## src/asl_pkg.sv

```systemverilog
// ----------------------------------------------------------------------------
// asl_pkg
// Types, widths and table depths shared by the address symbol lookup block.
// ----------------------------------------------------------------------------
package asl_pkg;

   localparam int FUNC_DEPTH = 1024;
   localparam int LINE_DEPTH = 4096;
   localparam int FILE_DEPTH = 256;

   localparam int FUNC_AW = (FUNC_DEPTH > 1) ? $clog2(FUNC_DEPTH) : 1;
   localparam int LINE_AW = (LINE_DEPTH > 1) ? $clog2(LINE_DEPTH) : 1;
   localparam int FILE_AW = (FILE_DEPTH > 1) ? $clog2(FILE_DEPTH) : 1;

   localparam int SRCH_DEPTH = (FUNC_DEPTH > LINE_DEPTH) ? FUNC_DEPTH : LINE_DEPTH;
   localparam int SRCH_CW    = $clog2(SRCH_DEPTH + 1);

   localparam int MODE_W = 2;
   localparam int ROW_W  = 12;
   localparam int ADDR_W = 64;
   localparam int NAME_W = 32;
   localparam int LINE_W = 32;
   localparam int FIDX_W = 16;

   localparam int FCNT_W = 11;
   localparam int LCNT_W = 13;
   localparam int XCNT_W = 9;

   localparam int CSR_AW = 4;
   localparam int CSR_DW = 32;

   localparam int FUNC_ROW_W = 2 * ADDR_W + NAME_W;
   localparam int LINE_ROW_W = ADDR_W + LINE_W + FIDX_W;

   typedef enum logic [MODE_W-1:0] {
      MODE_LOOKUP    = 2'd0,
      MODE_LOAD_FUNC = 2'd1,
      MODE_LOAD_LINE = 2'd2,
      MODE_LOAD_FILE = 2'd3
   } mode_type;

   typedef enum logic [1:0] {
      REG_TABLES_READY = 2'd0,
      REG_FUNC_COUNT   = 2'd1,
      REG_LINE_COUNT   = 2'd2,
      REG_FILE_COUNT   = 2'd3
   } reg_index_type;

   typedef enum logic [2:0] {
      ST_IDLE,
      ST_SEARCH,
      ST_FETCH,
      ST_FILE,
      ST_EMIT
   } ctl_state_type;

   typedef enum logic [1:0] {
      BS_IDLE,
      BS_READ,
      BS_CMP
   } bs_state_type;

   typedef struct packed {
      logic               idle;
      logic               found;
      logic [SRCH_CW-1:0] best;
   } bs_status_type;

endpackage

```

## src/asl_bisect.sv

```systemverilog
// ----------------------------------------------------------------------------
// asl_bisect
// Iterative bisection over a sorted table: one memory read and one compare
// per step, finding the last entry at or below the key.
// ----------------------------------------------------------------------------
module asl_bisect (
   input  logic                          clock,
   input  logic                          reset,
   input  logic                          go,
   input  logic [asl_pkg::SRCH_CW-1:0]   count,
   input  logic [asl_pkg::ADDR_W-1:0]    key,
   output logic [asl_pkg::SRCH_CW-1:0]   rd_addr,
   input  logic [asl_pkg::ADDR_W-1:0]    rd_data,
   output asl_pkg::bs_status_type        status
);

   asl_pkg::bs_state_type state_ff, state_in;
   logic [asl_pkg::SRCH_CW-1:0] lo_ff, lo_in;
   logic [asl_pkg::SRCH_CW-1:0] hi_ff, hi_in;
   logic [asl_pkg::SRCH_CW-1:0] mid_ff, mid_in;
   logic [asl_pkg::SRCH_CW-1:0] best_ff, best_in;
   logic                        found_ff, found_in;
   logic [asl_pkg::SRCH_CW:0]   sum;
   logic [asl_pkg::SRCH_CW-1:0] mid;

   assign sum = {1'b0, lo_ff} + {1'b0, hi_ff} - {{asl_pkg::SRCH_CW{1'b0}}, 1'b1};
   assign mid = sum[asl_pkg::SRCH_CW:1];

   always_ff @(posedge clock) begin
      if (reset) begin
         state_ff <= asl_pkg::BS_IDLE;
         found_ff <= 1'b0;
      end else begin
         state_ff <= state_in;
         found_ff <= found_in;
      end
   end

   always_ff @(posedge clock) begin
      lo_ff   <= lo_in;
      hi_ff   <= hi_in;
      mid_ff  <= mid_in;
      best_ff <= best_in;
   end

   always_comb begin
      state_in = state_ff;
      lo_in    = lo_ff;
      hi_in    = hi_ff;
      mid_in   = mid_ff;
      best_in  = best_ff;
      found_in = found_ff;
      unique case (state_ff)
         asl_pkg::BS_IDLE: begin
            if (go) begin
               lo_in    = '0;
               hi_in    = count;
               best_in  = '0;
               found_in = 1'b0;
               state_in = asl_pkg::BS_READ;
            end
         end
         asl_pkg::BS_READ: begin
            if (lo_ff >= hi_ff) begin
               state_in = asl_pkg::BS_IDLE;
            end else begin
               mid_in   = mid;
               state_in = asl_pkg::BS_CMP;
            end
         end
         asl_pkg::BS_CMP: begin
            if (rd_data <= key) begin
               best_in  = mid_ff;
               found_in = 1'b1;
               lo_in    = mid_ff + {{(asl_pkg::SRCH_CW-1){1'b0}}, 1'b1};
            end else begin
               hi_in = mid_ff;
            end
            state_in = asl_pkg::BS_READ;
         end
         default: begin
            state_in = asl_pkg::BS_IDLE;
         end
      endcase
   end

   assign rd_addr      = mid;
   assign status.idle  = (state_ff == asl_pkg::BS_IDLE);
   assign status.found = found_ff;
   assign status.best  = best_ff;

endmodule

```

## config.mk

```make
export PLATFORM = sky130hd
export DESIGN_NAME = asl_bisect
export DESIGN_NICKNAME = d
export VERILOG_FILES = /design/src/asl_pkg.sv /design/src/asl_bisect.sv
export SDC_FILE = /design/constraint.sdc
export NUM_CORES = 1
export LEC_CHECK = 0
export BUFFER_PORTS_ARGS = -buffer_cell sky130_fd_sc_hd__buf_2
export CAP_MARGIN = 20
export CORE_UTILIZATION = 45
export DETAILED_ROUTE_END_ITERATION = 16
export HOLD_SLACK_MARGIN = 0.15
export MAX_ROUTING_LAYER = met4
export PLACE_DENSITY = 0.76
export SLEW_MARGIN = 20
export SYNTH_ARGS = -nofsm -noshare
export SYNTH_HDL_FRONTEND = slang
export SYNTH_SLANG_ARGS = --single-unit
export TNS_END_PERCENT = 5
```

## constraint.sdc

```tcl
create_clock -name clock -period 3.4 [get_ports clock]
set_input_delay 0.68 -clock clock [delete_from_list [all_inputs] [get_ports clock]]
set_output_delay 0.68 -clock clock [all_outputs]
set_load 0.01 [all_outputs]
```

; After elaboration in Yosys (flattened, before gate mapping)
; Cells that the tools add are included.
; W data, S select, Z words.
[word_totals]
input_bits = 144
regBits = 55
output_inout_bits = 28
[classes]
muxes = 14
magnitude_cmp = 2
n_reduce_logical = 5
add_sub_neg = 3
n_bitwise = 1
n_eq_ne = 5
[op_table]
columns = op, n
row1 = $pmux W13 S2, 3
row2 = $mux W13, 5
row3 = $le A64 B64 Y1, 1
row4 = $add A13 B13 Y14, 1
row5 = $sub A14 B1 Y14 const B, 1
row6 = $add A13 B1 Y13 const B, 1
row7 = $ge A13 B13 Y1, 1
row8 = $ne A2 B2 Y1 const B, 3
row9 = $pmux W2 S3, 1
row10 = $reduce_and A3 Y1, 2
row11 = $mux W2, 2
row12 = $eq A2 B1 Y1 const B, 1
row13 = $eq A2 B2 Y1 const B, 1
row14 = $logic_not A2 Y1, 1
row15 = $mux W1, 2
row16 = $pmux W1 S2, 1
row17 = $reduce_and A2 Y1, 1
row18 = $reduce_bool A2 Y1, 1
row19 = $not A1 Y1, 1

; Depth between registers and ports, before layout
; Gate-level depths: netlist of run 1.
[logic_depth]
depth_word = 3
mapped_depth = 13
mapped_depth_nobuf = 13

; Worst setup path before layout of run 1
; Ideal clock, no wire load.
[synth_path]
kind = in2reg
from = input key[14] (netlist name)
to = register best_ff[0] (netlist name) (enable)
cell_stages = 9
slack_ns = 0.201
arrival_ns = 2.811
required_time_ns = 3.013
setup_time_ns = 0.387
n_path_buf = 0
cell_sequence = inv_1 -> ha_1 -> nand4_1 -> nor2_1 -> o2bb2ai_1 -> or4_1 -> a211oi_1 -> o21ai_1 -> nand3_1
[synth_via]
elab_chain_len = 3
[synth_lines]
columns = element, line
row1 = from (decl), asl_bisect.sv:11  ; input logic [asl_pkg::ADDR_W-1:0] key,
row2 = $le A64 B64 Y1, asl_bisect.sv:72  ; if (rd_data <= key) begin
row3 = $ne A2 B2 Y1 (no source line), -
row4 = $reduce_and A3 Y1 (no source line), -
row5 = to (signal assigned), asl_bisect.sv:43  ; best_ff <= best_in;
row6 = to (decl), asl_bisect.sv:21  ; logic [asl_pkg::SRCH_CW-1:0] best_ff, best_in;
; Every way passes these cells.
; A chain may end at the register's enable or synchronous reset.

; Final worst setup path of run 1
[layout_path]
from = register lo_ff[1] (netlist name)
to = output rd_addr[12] (netlist name)
[layout_via]
elab_chain_len = 2
[layout_lines]
columns = element, line
row1 = from (decl), asl_bisect.sv:18  ; logic [asl_pkg::SRCH_CW-1:0] lo_ff, lo_in;
row2 = from (signal assigned), asl_bisect.sv:40  ; lo_ff <= lo_in;
row3 = $add A13 B13 Y14, asl_bisect.sv:26  ; assign sum = {1'b0, lo_ff} + {1'b0, hi_ff} - {{asl_pkg::SRCH_CW{1'b0}}, 1'b1};
row4 = $sub A14 B1 Y14, asl_bisect.sv:26
row5 = to (decl), asl_bisect.sv:12  ; output logic [asl_pkg::SRCH_CW-1:0] rd_addr,
; Every way passes these cells.

==> results of run 1 <==
-- flip-flops by register name, summed over array words and instances (netlist names) --
register and count:
best_ff 13, hi_ff 13, lo_ff 13, mid_ff 13
state_ff 2, found_ff 1
-- power by group --
group          total, mW  internal [mW]  switching [mW]  leakage [nW]
registers          0.873          0.836          0.0365         0.531
logic              0.958          0.430           0.529          2.63
clock network      0.378          0.165           0.213        0.0482
-- area by class of cell --
type	instances	area [um^2]
fillers	941	4280
multi-input cells	355	2840
flip-flops and latches	55	1620
repair buffers	183	958
inverters	121	454
well taps	136	170
clock buffers	7	86.3
clock inverters	1	5.00
-- routing by layer --
metal | vias up | share of wire, % | GRT usage [%] | wire length (um)
li1 | 2233 | - | - | -
met1 | 2052 | 39 | 26.0 | 5100
met2 | 166 | 52 | 45.9 | 6820
met3 | 28 | 5.3 | 3.31 | 686
met4 | 0 | 3.1 | 8.73 | 405
met5 | - | 0 | - | 0
-- critical path: cells and delay by family (launching register included) --
kind	cells	cell delay, ns
AOI/OAI and AO/OA	4	1.02
and+or+nand+nor	2	0.15
buffers and inverters	4	0.32
adders and majority gates	3	0.64
DFF	1	0.38
xor gates and xnor gates	1	0.18
-- per-stage QoR --
stage	TNS [ns]	hold WS [ns]	total power, mW	cell area, um^2	setup slack, ns
detailed placement	-0.0341	0.470	1.79	5950	-0.0341
floorplan	0	0.447	1.43	4880	0.202
CTS	-0.806	0.483	2.19	6120	-0.269
global placement	0	0.468	1.76	5950	0.0516
global route	-1.41	0.511	2.36	6140	-0.405
finish	-0.544	0.477	2.21	6140	-0.280
-- worst max path at each step --
stage              from     endpoint  cells after the start
2_1_floorplan   key[14]   best_ff[0]                      9
3_3_place_gp   lo_ff[1]  rd_addr[12]                     14
3_5_place_dp   lo_ff[1]  rd_addr[12]                     14
4_1_cts        lo_ff[1]  rd_addr[12]                     14
5_1_grt        lo_ff[1]  rd_addr[12]                     14
6_report       lo_ff[1]  rd_addr[12]                     14
-- cells in the mapped netlist, types with 8 or more instances --
library cell / instances
inv_1: 121
ha_1: 103
edfxtp_1: 52
a21oi_1: 32
nor2_1: 30
nand2_1: 21
o21ai_0: 21
nand4_1: 19
a21o_1: 13
nor3_1: 13
and2_1: 12
nand3_1: 12
xnor2_1: 12
a211oi_1: 8
nor2b_1: 8
-- logic make-up after synthesis --
group	synth area share (%)
simple gates	13.8
buf+inv	9.84
fa+ha+maj	26.8
compound gates	13.4
flops	33.2
xor+xnor	2.87
-- what timing repair did --
item / in CTS / in global routing
endpoints found under the setup margin: 5 / 6
cloned: 0 / 0
hold buffers: 0 / 0
endpoints found under the hold margin: 0 / 0
pin swaps: 7 / 2
gates resized for setup: 8 / 5
buffers inserted: 4 / 0
==> run_results.csv, run 1 <==
group,metric,value,unit
outcome,outcome,"finished, violations left",
outcome,failed_checks,"negative setup slack",
setup_path,crit_required,2.72,ns
synth,post_synth_inst_count,537,
clock_network,clock-root-buffer,"clkbuf_8",
setup_path,ff2ff_path_depth,13,
synth,synth-seq-area-share,33.2,%
place,port_buffers,171,
place,dp.cells,846,
synth,yosys_warnings,0,
detailed_routing,via_count,4479,
clock_network,cts_tree,"done",
setup_path,cp-end-kind,"output pin",
setup_path,max_stage_delay,0.38,ns
synth,synthTopCellsByArea,"edfxtp_1 32%, ha_1 26%, inv_1 9.3%, a21oi_1 3.3%, nand4_1 2.4%",
grt,gr-total-overflow,0,
detailed_routing,postRouteAntennaNets,0,
detailed_routing,drtPass1Iterations,4,
worst_hold_path,hp-start,"found_ff",
floorplan,die_w,106,um
sta,timing.final.ws_setup,-0.280,ns
setup_path,cp_slowest_cell,"edfxtp_1",
setup_path,worst_path_most_repeated_cell,"inv_2",
sta,final_hold_viol_count,0,
cells_and_area,antenna_cells,0,
setup_path,rrSetupSlack,0.64,ns
detailed_routing,finalWirelength,13.0,mm
synth,ys_async_sr_fraction,0,%
cells_and_area,area_delta_synth_final,25.7,%
worst_hold_path,hold_path_class,"register to register",
cells_and_area,layout_commonest_cell,"buf_2",
sta,finalCriticalPeriod,3.68,ns
synth,synth-edff-count,52,
synth,synth_top_area_share,32.0,%
sta,slew_violations,0,
cells_and_area,drive_above_1_share,28.1,%
floorplan,rows,37,
cells_and_area,final_cell_mix,"171 x buf_2, 118 x inv_1, 100 x ha_1",
setup_path,worstPathMaxFanout,2,
detailed_routing,initialDrtViolationCount,163,
sta,rsz0062_at_grt,"yes",
clock_network,cts_buffer_depth,2,
synth,synth_top_area_cell,"edfxtp_1",
setup_path,cp_data_arrival_time,3.00,ns
clock_network,insertion_delay,0.31,ns
grt,grt_pass1_vias,4598,
synth,synth_fp_nets,785,
grt,grt_use_total,24.4,%
sta,skew,0.0114,ns
clock_network,cts_sinks,55,
setup_path,timing.rr.end,"mid_ff[12]",
clock_network,h-tree-depth,2,
synth,synth_flop_cell,"edfxtp_1",
detailed_routing,wl_per_cell,15.2,um
setup_path,cp_cell_sequence,"inv_2 -> ha_4 -> inv_2 -> ha_4 -> inv_2 -> fa_2 -> nor2b_4 -> o31a_1 -> o211ai_2 -> nand2_1 -> a41o_1 -> o41a_1 -> xor2_2 -> buf_2",
clock_network,cts_buffers,5,
sta,fmax,0.272,GHz
cells_and_area,layoutNonFillerInstCount,858,
grt,grt_max_degree,27,
setup_path,cp-start-kind,"register",
synth,synth.distinct_cells,42,
synth,avgSynthCellArea,9.09,um^2
power_and_ir_drop,leakage,3.21,nW
setup_path,timing.rr.start,"lo_ff[1]",
detailed_routing,viasPerCell,5.22,
power_and_ir_drop,powerDensity,360,mW/mm^2
sta,tightest_slew,0.803,ns
floorplan,die_height,106,um
sta,setup_viol,6,
floorplan,initial_core_util,46.9,%
cells_and_area,final_util,58.9,%
synth,synth-seq-cells,55,
place,dp_hpwl,10.8,mm
floorplan,ios,172,
detailed_routing,drc,0,
place,place.gp.congestion,0.868,
sta,max-slew-margin-rel,46.5,%
power_and_ir_drop,irDropWorstVdd,0.000230,V
grt,grt_antenna_before_repair,0,
worst_hold_path,whs_path_depth,2,
floorplan,core,0.0104,mm^2
job,drv_cap,0,
floorplan,die_area,0.0113,mm^2
clock_network,clkSlewWorstSetupHoldPaths,0.09,ns
grt,grt_pass1_wl,20.9,mm
setup_path,crit_type,"register to output pin",
sta,fin_crit_sh,108,%
worst_hold_path,min_to,"found_ff",
cells_and_area,fin_nets,969,
synth,syn_area,0.00488,mm^2
No activity file was read; power rests on OpenSTA's default activity.
==> run 2: changes to the inputs <==
Settings changed: CORE_UTILIZATION 45 to 46, MAX_ROUTING_LAYER met4 to default, PLACE_DENSITY 0.76 to 0.78, SLEW_MARGIN 20 to default.
==> run 2 against run 1 <==
The run still ends with negative setup slack left. Die area shrank 2.1%. Non-clock buffer count decreased by 2. Worst setup slack better by 0.031 ns. Global-route usage grew 0.42 points. Clock-buffer cell count fell by 1. Critical endpoint unchanged. Largest cell class unchanged. Largest power group unchanged.
==> run_results.csv, run 2 (same netlist as run 1, synthesis figures left out) <==
group,metric,value,unit
floorplan,die_w,105,um
setup_path,crit_required,2.72,ns
sta,hold_ws,0.478,ns
clock_network,clock-root-buffer,"clkbuf_8",
setup_path,cp_slowest_cell,"edfxtp_1",
sta,tns,-0.698,ns
clock_network,cts_buffers,5,
floorplan,ios,172,
setup_path,worstPathMaxFanout,2,
floorplan,die_height,105,um
detailed_routing,viasPerCell,5.23,
place,port_buffers,171,
job,drv_cap,0,
grt,gr-total-overflow,0,
clock_network,cts_sinks,55,
clock_network,cts_tree,"done",
floorplan,core,0.0103,mm^2
setup_path,max_stage_delay,0.37,ns
place,place.gp.congestion,0.863,
grt,grt_pass1_vias,4798,
cells_and_area,drive_above_1_share,27.7,%
setup_path,worst_path_most_repeated_cell,"inv_2",
setup_path,cp_cell_sequence,"inv_2 -> ha_4 -> inv_2 -> ha_4 -> inv_2 -> fa_2 -> nor2b_4 -> o31a_1 -> o211ai_2 -> nand2_1 -> a41o_1 -> o41a_1 -> xor2_1 -> buf_2",
sta,rsz0062_at_grt,"yes",
sta,fin_crit_sh,107,%
detailed_routing,postRouteAntennaNets,0,
cells_and_area,final_util,59.4,%
sta,skew,0.00598,ns
setup_path,cp-end-kind,"output pin",
setup_path,cp-start-kind,"register",
clock_network,insertion_delay,0.32,ns
cells_and_area,fin_nets,967,
clock_network,clkSlewWorstSetupHoldPaths,0.10,ns
setup_path,startpoint,"lo_ff[1]",
floorplan,die_area,0.0110,mm^2
clock_network,cts_hold_buffers,0,
outcome,failed_checks,"negative setup slack",
sta,max-slew-margin-rel,49.3,%
sta,setup_viol,5,
detailed_routing,wl_per_cell,15.5,um
power_and_ir_drop,powerDensity,367,mW/mm^2
sta,timing.final.ws_setup,-0.248,ns
sta,tightest_slew,0.760,ns
clock_network,cts_buffer_depth,2,
sta,finalCriticalPeriod,3.65,ns
power_and_ir_drop,irDropWorstVdd,0.000189,V
setup_path,timing.rr.start,"lo_ff[1]",
place,dp_hpwl,10.9,mm
outcome,outcome,"finished, violations left",
worst_hold_path,hold_path_class,"register to register",
grt,grt_antenna_before_repair,2,
detailed_routing,drc,0,
power_and_ir_drop,leakage,3.20,nW
clock_network,h-tree-depth,2,
detailed_routing,finalWirelength,13.3,mm
sta,fmax,0.274,GHz
power_and_ir_drop,fin_total_pwr,2.25,mW
setup_path,crit_type,"register to output pin",
detailed_routing,initialDrtViolationCount,147,
floorplan,rows,37,
grt,grt_max_degree,27,
detailed_routing,drtPass1Iterations,4,
sta,final_hold_viol_count,0,
cells_and_area,layout_commonest_cell,"buf_2",
grt,grt_pass1_wl,21.4,mm
worst_hold_path,hp-start,"found_ff",
sta,slew_violations,0,
floorplan,initial_core_util,47.3,%
grt,grt_use_total,24.9,%
detailed_routing,via_count,4485,
cells_and_area,final_cell_mix,"171 x buf_2, 117 x inv_1, 100 x ha_1",
cells_and_area,area_delta_synth_final,25.6,%
place,dpl-instance-area,0.00595,mm^2
cells_and_area,postLayoutCellArea,0.00613,mm^2
setup_path,cp_data_arrival_time,2.97,ns
[run 2: worst paths after layout]
check	to	cells after the start	slack, ns
setup / recovery	rd_addr[12]	14	-0.25
hold / removal	found_ff	2	0.48
setup reg to reg	mid_ff[12]	13	0.68
hold reg to reg	found_ff	2	0.48
[run 2: power by group]
group	total (mW)	switching, mW	internal, mW
Combinational	0.940	0.522	0.418
Sequential	0.874	0.0378	0.836
Clock	0.435	0.219	0.216
[run 2: area by class of cell]
type | count | area, um^2
multi-input combinational | 355 | 2830
fill | 916 | 4190
clock inverter | 1 | 30.0
inverter | 121 | 454
sequential | 55 | 1620
clock buffer | 6 | 72.6
timing repair buffer | 181 | 943
tap | 136 | 170
antenna | 3 | 7.51
[run 2: timing repair]
| action | in CTS | in global routing |
|---|---|---|
| gates resized for setup | 8 | 4 |
| endpoints found under the setup margin | 6 | 6 |
| pin swaps | 6 | 4 |
| endpoints found under the hold margin | 0 | 0 |
| setup buffers | 2 | 1 |
[run 2: per-stage QoR]
stage	std cells	setup slack (ns)
2_1_floorplan	537	0.202
3_3_place_gp	845	0.0605
3_5_place_dp	845	-0.0196
4_1_cts	854	-0.250
5_1_grt	857	-0.387
6_report	858	-0.248
[run 2: routing by layer]
| layer | track usage, % | share of wire, % | vias up |
|---|---|---|---|
| met5 | 0 | 0 | - |
| met3 | 3.87 | 5.7 | 32 |
| met1 | 25.5 | 38 | 2045 |
| li1 | - | - | 2234 |
| met4 | 13.4 | 3.7 | 0 |
| met2 | 47.8 | 52 | 174 |
[run 2: critical path: cells and delay by family (launching register included)]
family,cells,cell delay [ns]
adders and majority gates,3,0.66
and+or+nand+nor,2,0.14
xor gates and xnor gates,1,0.18
AOI/OAI and AO/OA,4,0.97
DFF,1,0.37
buffers and inverters,4,0.32
